==> src/rtl/core/svil_cell.sv <==
// One slot of the sorted list: holds a vertex, compares it with the new one and shifts down.
module svil_cell #(
    parameter int IDX   = 0,
    parameter int VTX_W = 48,
    parameter int CNT_W = 7
) (
    input  logic             i_clk,
    input  logic             i_we,
    input  logic [CNT_W-1:0] i_count,
    input  logic [VTX_W-1:0] i_vtx,
    input  logic             i_prev_after,
    input  logic [VTX_W-1:0] i_prev_vtx,
    output logic             o_after,
    output logic [VTX_W-1:0] o_vtx
);
    logic [VTX_W-1:0] r_vtx;
    logic [VTX_W-1:0] n_vtx;
    logic             occupied;
    logic             at_or_below;

    // Vertex is packed page, y, x from the top, so one unsigned compare orders it
    assign occupied    = CNT_W'(IDX) < i_count;
    assign at_or_below = r_vtx <= i_vtx;
    assign o_after     = !occupied || at_or_below;
    assign o_vtx       = r_vtx;

    // Take the neighbor's vertex past the insertion point, the new one at it
    always_comb begin
        if (i_prev_after) begin
            n_vtx = i_prev_vtx;
        end else if (o_after) begin
            n_vtx = i_vtx;
        end else begin
            n_vtx = r_vtx;
        end
    end

    always_ff @(posedge i_clk) begin
        if (i_we) begin
            r_vtx <= n_vtx;
        end
    end
endmodule

==> config.mk <==
export PLATFORM = sky130hd
export DESIGN_NAME = svil_cell
export DESIGN_NICKNAME = d
export VERILOG_FILES = /design/src/rtl/core/svil_cell.sv
export SDC_FILE = /design/constraint.sdc
export NUM_CORES = 1
export LEC_CHECK = 0
export ABC_AREA = 0
export ABC_CLOCK_PERIOD_IN_PS = 5200
export BUFFER_PORTS_ARGS = -buffer_cell sky130_fd_sc_hd__buf_2
export CORE_MARGIN = 8
export CORE_UTILIZATION = 52
export CTS_BUF_LIST = sky130_fd_sc_hd__clkbuf_4 sky130_fd_sc_hd__clkbuf_8
export CTS_CLUSTER_SIZE = 24
export DETAILED_ROUTE_END_ITERATION = 12
export PLACE_DENSITY = 0.89
export SLEW_MARGIN = 20
export SYNTH_ARGS = -nofsm -noshare
export SYNTH_HDL_FRONTEND = slang
export SYNTH_SLANG_ARGS = --single-unit
==> constraint.sdc <==
create_clock -name i_clk -period 5.2 [get_ports i_clk]
set_input_delay 0 -clock i_clk [delete_from_list [all_inputs] [get_ports i_clk]]
set_output_delay 0 -clock i_clk [all_outputs]
set_load 0.02 [all_outputs]
# Word-level counts from Yosys, hierarchy flattened
# Index checks and enable logic that the tools add are counted.
# word_totals
output_inout_bits	49
regBits	48
# classes
muxes	2
n_lt_le_gt_ge	2
n_reduce_logical	4
# ops
op	count
48-bit two-way mux	2
48-bit <= comparator	1
1-bit by 7-bit less-than comparator with 1-bit output, first input constant	1
2-bit AND reduction	1
2-bit nonzero test	1
1-bit logical NOT	1
1-bit logical OR	1

# Depth between registers and ports, before layout
# Gate-level depths: netlist of run 1.
# logic_depth
depth_word	5
depth_mapped	8

# Worst setup path before layout of run 1
# Ideal clock, no wire load.
# synth_path
path_type	register to register
startpoint	register r_vtx[26], in the netlist o_vtx[26]
endpoint	register r_vtx[0], in the netlist o_vtx[0], enable pin
synth_period_minus_slack_ns	3.267
stages_incl_launch_ff	7
required_ns	4.786
t_arrival_ns	2.854
path_slack_ns	1.933
path_cell_list	edfxtp_1 -> ha_1 -> and4_1 -> a221oi_1 -> o22ai_1 -> nor3_1 -> o31a_1
# synth_between
elab_chain_cells	4
# synth_rtl
item	line	rtl
from (decl)	16	logic [VTX_W-1:0] r_vtx;
from (signal assigned)	40	r_vtx <= n_vtx;
48-bit <= comparator	23	assign at_or_below = r_vtx <= i_vtx;
1-bit logical OR	24	assign o_after = !occupied || at_or_below;
2-bit nonzero test (no line)	-	
2-bit AND reduction (no line)	-	
# No other way between the ends.
# A chain may end at the register's enable or synchronous reset.

# Worst setup path in the final report of run 1
# layout_path
startpoint	register r_vtx[21], in the netlist o_vtx[21]
endpoint	register r_vtx[7], in the netlist o_vtx[7], enable pin
# The elaborated chain is that of the path after synthesis.

==> flow_summary_export.csv, run 1 <==
group,metric,value,unit
status,status,"completed",
min_path,min_path_cells,3,
global_route,gr-total-overflow,0,
drt,viasPerCell,5.28,
timing,tightest_slew,0.811,ns
setup_path,cp.arrival,2.71,ns
yosys,yosys.cell_count.top_type,"nand2_1",
floorplan,fp.dieW,94.2,um
finish,final_area,4510,sq um
timing,fmax,361,MHz
drt,num_vias,3174,
timing,setup-tns-final,0,ns
timing,slew_violations,0,
yosys,synth_cells,333,
clocking,clockRootBuffer,"clkbuf_8",
drt,drtAntennaViolNets,0,
yosys,synth_top_cell_area_share,45.3,%
clocking,clock-sinks,48,
drt,detail_route.wl_per_cell,17.1,um
placement,dp_hpwl,7450,um
yosys,synth-async-reset-ratio,0,%
yosys,seq_area_frac_synth,45.3,%
global_route,busiest_layer,"met2",
yosys,synth.distinct_cells,31,
setup_path,worstPathMaxFanout,48,
timing,rsz0062_at_grt,"false",
yosys,ys_top_cells_by_count,"60 x nand2_1, 52 x o21ai_0, 50 x inv_1",
yosys,ys_ff_latch,48,
timing,final.min_clock_period,2.77,ns
yosys,synth_top_area_cell,"edfxtp_1",
clocking,post_cts_resize_count,0,
yosys,syn_area,3180,sq um
clocking,cts_inserted_buffers,5,
timing,max_slew_margin,45.9,%
clocking,clkLatencyLatePin,0.30,ns
floorplan,die_area,8880,sq um
pwr,powerDensity,236,nW/um^2
global_route,met2_usage,39.1,%
yosys,synth_area_leaders,"edfxtp_1 45%, ha_1 19%, o21ai_0 8.2%, nand2_1 7.1%, inv_1 5.9%",
min_path,hp-class,"primary input to flip-flop",
drt,first_iter_violations,159,
clocking,clk_pin_slew_worst_paths,0.09,ns
drt,wl,10300,um
clocking,cts_setup_buffers,0,
finish,nets,677,
placement,placed_area,4020,sq um
setup_path,r2r_cells,7,
pwr,p_leak,2.27,nW
pwr,peakVddDrop,0.157,mV
timing,timing.final.crit_share,53.3,%
global_route,antenna_found_initial,1,
global_route,grt_pass1_vias,3423,
setup_path,cp-end-kind,"flip-flop",
timing,fin_skew,0.00872,ns
floorplan,io_pins,155,
yosys,yosys_warnings,0,
drt,drcViolationCount,0,
clocking,cts_tree,"done",
yosys,synth_area_per_cell,9.55,sq um
timing,setup_viol,0,
finish,syn2layout_area_growth,41.9,%
drt,drtPass1Iterations,4,
floorplan,initial_core_util,53.7,%
global_route,use_met3,8.55,%
yosys,synth_fp_nets,487,
finish,drive_gt1_share,32.2,%
floorplan,fp.dieH,94.2,um
run,drv_cap,0,
yosys,ys.flop_type,"edfxtp_1",
yosys,synth-edff-count,48,
finish,largest_reg_flops,48,
global_route,met1_usage,23.8,%
timing,hold_viol,0,
placement,gp_congestion,0.857,
global_route,grt_usage,22.8,%
global_route,grt_max_degree,96,
setup_path,criticalPathCategory,"flip-flop to flip-flop",
clocking,clk_path_buf_depth,2,
floorplan,core_area,5920,sq um
clocking,cts_htree_levels,2,
global_route,grt_first_pass_wirelength,16000,um
placement,io_buffers,154,
floorplan,placementRows,28,
setup_path,critPathLaunchType,"flip-flop",
setup_path,crit_required,5.14,ns
==> cell type report <==
type | count | area (sq um)
multi-input cells | 225 | 1520
flip-flops and latches | 48 | 1440
fillers | 439 | 1410
repair buffers | 193 | 1160
inverters | 50 | 188
well taps | 75 | 93.8
clock buffers | 5 | 68.8
clock inverters | 1 | 30.0
diodes | 4 | 10.0
==> power breakdown <==
part	leakage, nW	switching (mW)	internal (mW)	total, mW
sequential	0.470	0.0186	0.472	0.491
clock	0.0501	0.122	0.138	0.260
combinational	1.75	0.184	0.133	0.316
total	2.27	0.324	0.743	1.07
==> path summary, 6_finish.rpt <==
| check | startpoint | endpoint | slack (ns) |
|---|---|---|---|
| worst max-delay path | o_vtx[21]$_DFFE_PP_ | o_vtx[7]$_DFFE_PP_ | 2.43 |
| worst min-delay path | i_prev_vtx[35] | o_vtx[35]$_DFFE_PP_ | 0.003 |
| worst max register to register | o_vtx[21]$_DFFE_PP_ | o_vtx[7]$_DFFE_PP_ | 2.43 |
| worst min register to register | o_vtx[15]$_DFFE_PP_ | o_vtx[42]$_DFFE_PP_ | 1.57 |
==> worst max-delay path, cell delays in order, from the launching register on <==
cell and delay [ns]:
edfxtp_1 0.40, ha_1 0.31, a21oi_1 0.16, o21ai_1 0.10
a221oi_1 0.34, o22ai_1 0.16, nor3_1 0.33, o31a_4 0.59
==> cells by family after synthesis <==
family	Yosys count	share of synthesized area [%]
AND/OR/NAND/NOR	90	13.8
adder cells (fa/ha/maj)	48	18.9
buffers and inverters	60	7.08
flip-flops	48	45.3
multiplexers	1	0.354
AO/OA/AOI/OAI	86	14.6
==> routing by layer <==
layer | wire, um | up-vias
li1 | - | 1560
met1 | 3760 | 1439
met2 | 5110 | 145
met3 | 1050 | 30
met4 | 349 | 0
met5 | 0 | -
==> per-stage QoR <==
stage	util [%]	std cells	hold slack (ns)	setup slack, ns	power (mW)
4_1_cts	76.0	597	0.00104	2.10	1.07
2_1_floorplan	-	333	0.187	1.93	0.671
3_3_place_gp	67.9	553	0.278	2.21	0.775
3_5_place_dp	67.9	553	0.283	2.13	0.788
5_1_grt	76.1	598	0.0123	2.22	1.12
6_report	76.2	601	0.00345	2.43	1.07
==> cells in the final DEF (no fill, tap or decap) <==
master / instances
a21boi_0: 1
inv_1: 50
buf_2: 154
nand3_1: 3
o31a_4: 1
diode_2: 4
a2bb2oi_1: 1
clkbuf_8: 5
o21ai_0: 52
nor2b_1: 1
o21ai_1: 3
and4_1: 2
a211oi_1: 2
mux2_2: 1
o211a_1: 1
nand2b_2: 1
nor4_1: 3
nor4_4: 1
nand2_1: 60
dlygate4sd3_1: 38
nor2_1: 3
a21oi_1: 19
a221oi_1: 2
a21o_1: 1
edfxtp_1: 48
nand4_1: 8
ha_1: 48
buf_4: 1
nand4_2: 3
or2_1: 1
a31oi_1: 1
nor3_1: 4
bufinv_16: 1
o22ai_1: 1
o21a_1: 1
==> timing repair <==
item,4_1_cts,5_1_grt
hold buffers,38,0
setup endpoints to repair,0,0
endpoints found under the hold margin,38,0
(Power assumes the default switching activity.)
==> inputs of run 2 (changes only) <==
--- a/config.mk
+++ b/config.mk
@@ -6,14 +6,14 @@
 export NUM_CORES = 1
 export LEC_CHECK = 0
 export ABC_AREA = 0
-export ABC_CLOCK_PERIOD_IN_PS = 5200
+export ABC_CLOCK_PERIOD_IN_PS = 2600
 export BUFFER_PORTS_ARGS = -buffer_cell sky130_fd_sc_hd__buf_2
 export CORE_MARGIN = 8
-export CORE_UTILIZATION = 52
+export CORE_UTILIZATION = 48
 export CTS_BUF_LIST = sky130_fd_sc_hd__clkbuf_4 sky130_fd_sc_hd__clkbuf_8
 export CTS_CLUSTER_SIZE = 24
 export DETAILED_ROUTE_END_ITERATION = 12
-export PLACE_DENSITY = 0.89
+export PLACE_DENSITY = 0.83
 export SLEW_MARGIN = 20
 export SYNTH_ARGS = -nofsm -noshare
 export SYNTH_HDL_FRONTEND = slang
==> constraint.sdc (replaced) <==
create_clock -name i_clk -period 2.6 [get_ports i_clk]
set_input_delay 0 -clock i_clk [delete_from_list [all_inputs] [get_ports i_clk]]
set_output_delay 0 -clock i_clk [all_outputs]
set_load 0.02 [all_outputs]
==> run 2 against run 1 <==
  * The run now ends with hold timing left
  * Via count grew 2.1%
  * Worst hold slack lost 0.0059 ns
  * Non-clock buffer count grew 6
  * Combinational power grew 120%
  * Core utilization shrank 2.6 points
  * Clock power grew 71%
  * Power grew 99%
  * Sequential share of layout area shrank 1.3 points
  * Largest cell class unchanged
  * Highest routed layer unchanged
==> flow_summary_export.csv, run 2 (synthesis gave the netlist of run 1 again) <==
group,metric,value,unit
floorplan,io_pins,155,
setup_path,cp-end-kind,"flip-flop",
timing,final.min_clock_period,2.54,ns
drt,wl,10500,um
finish,mostFrequentLayoutCells,"154 x buf_2, 60 x nand2_1, 51 x o21ai_0, 50 x inv_1, 48 x edfxtp_1",
finish,syn2layout_area_growth,47.9,%
global_route,gr-total-overflow,0,
finish,drive_gt1_share,35.4,%
timing,worst_hold_slack,-0.00248,ns
timing,timing.final.crit_share,97.7,%
setup_path,cp.arrival,2.59,ns
clocking,clockRootBuffer,"clkbuf_8",
placement,dp_cells,557,
setup_path,r2r_cells,8,
pwr,p_sw_share,32.7,%
placement,dp_slack,-0.139,ns
placement,io_buffers,154,
min_path,min_path_cells,3,
setup_path,cp_cell_sequence,"ha_1 > nand4_1 > nor4_2 > a21oi_1 > a31oi_2 > nor3_4 > buf_6 > o31a_4",
drt,num_vias,3242,
setup_path,r2r_slack,0.06,ns
global_route,grt_first_pass_wirelength,16300,um
pwr,pwr-share-seq,46.2,%
drt,viasPerCell,5.31,
min_path,hp-class,"primary input to flip-flop",
timing,fin_skew,0.00531,ns
timing,tightest_slew,0.418,ns
floorplan,core_area,6390,sq um
floorplan,die_area,9490,sq um
setup_path,crit_required,2.65,ns
drt,detail_route.wl_per_cell,17.2,um
timing,setup-tns-final,0,ns
timing,setup_viol,0,
pwr,peakVddDrop,0.355,mV
pwr,powerDensity,452,nW/um^2
timing,hold_viol,1,
pwr,clkPwrFrac,20.9,%
placement,gp_congestion,0.784,
pwr,p_leak,2.33,nW
setup_path,criticalPathCategory,"flip-flop to flip-flop",
drt,drtPass1Iterations,4,
pwr,fin_total_pwr,2.13,mW
clocking,clock-sinks,48,
finish,nets,687,
finish,largest_reg_flops,48,
pwr,p_comb_share,32.9,%
status,violations,"hold timing",
finish,final_area,4710,sq um
global_route,antenna_found_initial,0,
floorplan,placementRows,29,
clocking,clk_pin_slew_worst_paths,0.09,ns
run,drv_cap,0,
finish,utilization,73.7,%
finish,instances_no_fill,611,
placement,placed_area,4040,sq um
timing,slew_violations,0,
drt,drtAntennaViolNets,0,
timing,fin_ws,0.0610,ns
pwr,p_sw,0.697,mW
setup_path,critPathLaunchType,"flip-flop",
global_route,grt_pass1_vias,3459,
drt,first_iter_violations,157,
clocking,clkLatencyLatePin,0.30,ns
global_route,grt_usage,20.5,%
floorplan,fp.dieW,97.4,um
global_route,grt_max_degree,51,
timing,fmax,394,MHz
clocking,clk_path_buf_depth,2,
clocking,cts_htree_levels,2,
setup_path,max_stage_delay,0.42,ns
setup_path,slowest_stage,"edfxtp_1",
floorplan,fp.dieH,97.4,um
finish,mostFrequentLayoutCell,"buf_2",
clocking,cts_inserted_buffers,5,
timing,max_slew_margin,72.2,%
finish,n_antenna_cell,0,
floorplan,initial_core_util,49.8,%
pwr,internal_power,1.43,mW
clocking,cts_tree,"done",
drt,drcViolationCount,0,
setup_path,worstPathMaxFanout,6,
status,status,"finished, violations left",
placement,dp_hpwl,7450,um
run 2: changes by cell type in the layout (fill, tap and decap cells not counted), sizes merged:
cell,delta
bufinv,-1
o31a,+4
diode,-4
clkinv,+3
buf,+6
run 2: routing by layer:
layer / track usage (%) / vias up / share of wire [%]
met4: 6.06 / 0 / 1.6
met3: 5.69 / 15 / 6.8
met2: 36.7 / 119 / 52
met1: 22.9 / 1516 / 40
li1: - / 1592 / -
met5: 0 / - / 0
run 2: path summary, 6_finish.rpt:
kind	from	end
hold / removal	i_prev_vtx[43]	o_vtx[43]$_DFFE_PP_
setup / recovery	o_vtx[23]$_DFFE_PP_	o_vtx[44]$_DFFE_PP_
hold reg to reg	o_vtx[1]$_DFFE_PP_	o_vtx[26]$_DFFE_PP_
setup reg to reg	o_vtx[23]$_DFFE_PP_	o_vtx[44]$_DFFE_PP_
run 2: timing repair:
action,in CTS,in global routing
setup buffers,0,4
setup endpoints to repair,48,49
resized for setup,2,16
hold buffers,37,1
pin swaps,3,11
endpoints found under the hold margin,37,1
cloned,2,2
run 2: power groups by stage:
stage	logic, mW	registers, mW	clock network (mW)
2_1_floorplan	0.264	1.08	0
3_3_place_gp	0.558	0.994	0
3_5_place_dp	0.583	1.00	0
4_1_cts	0.642	0.981	0.445
5_1_grt	0.772	0.992	0.475
6_report	0.700	0.984	0.444
run 2: layout make-up:
type                            count  area [sq um]
Fill cell                         468          1680
Inverter                           50           188
Tap cell                           77          96.3
Timing Repair Buffer              199          1210
Multi-Input combinational cell    229          1690
Sequential cell                    48          1440
Clock inverter                      3          13.8
Clock buffer                        5          68.8
run 2: critical path: cells and delay by family (launching register included):
kind	cells	cell delay [ns]
buf+inv	1	0.13
simple gates	3	0.63
fa+ha+maj	1	0.33
compound gates	3	0.77
flops	1	0.42
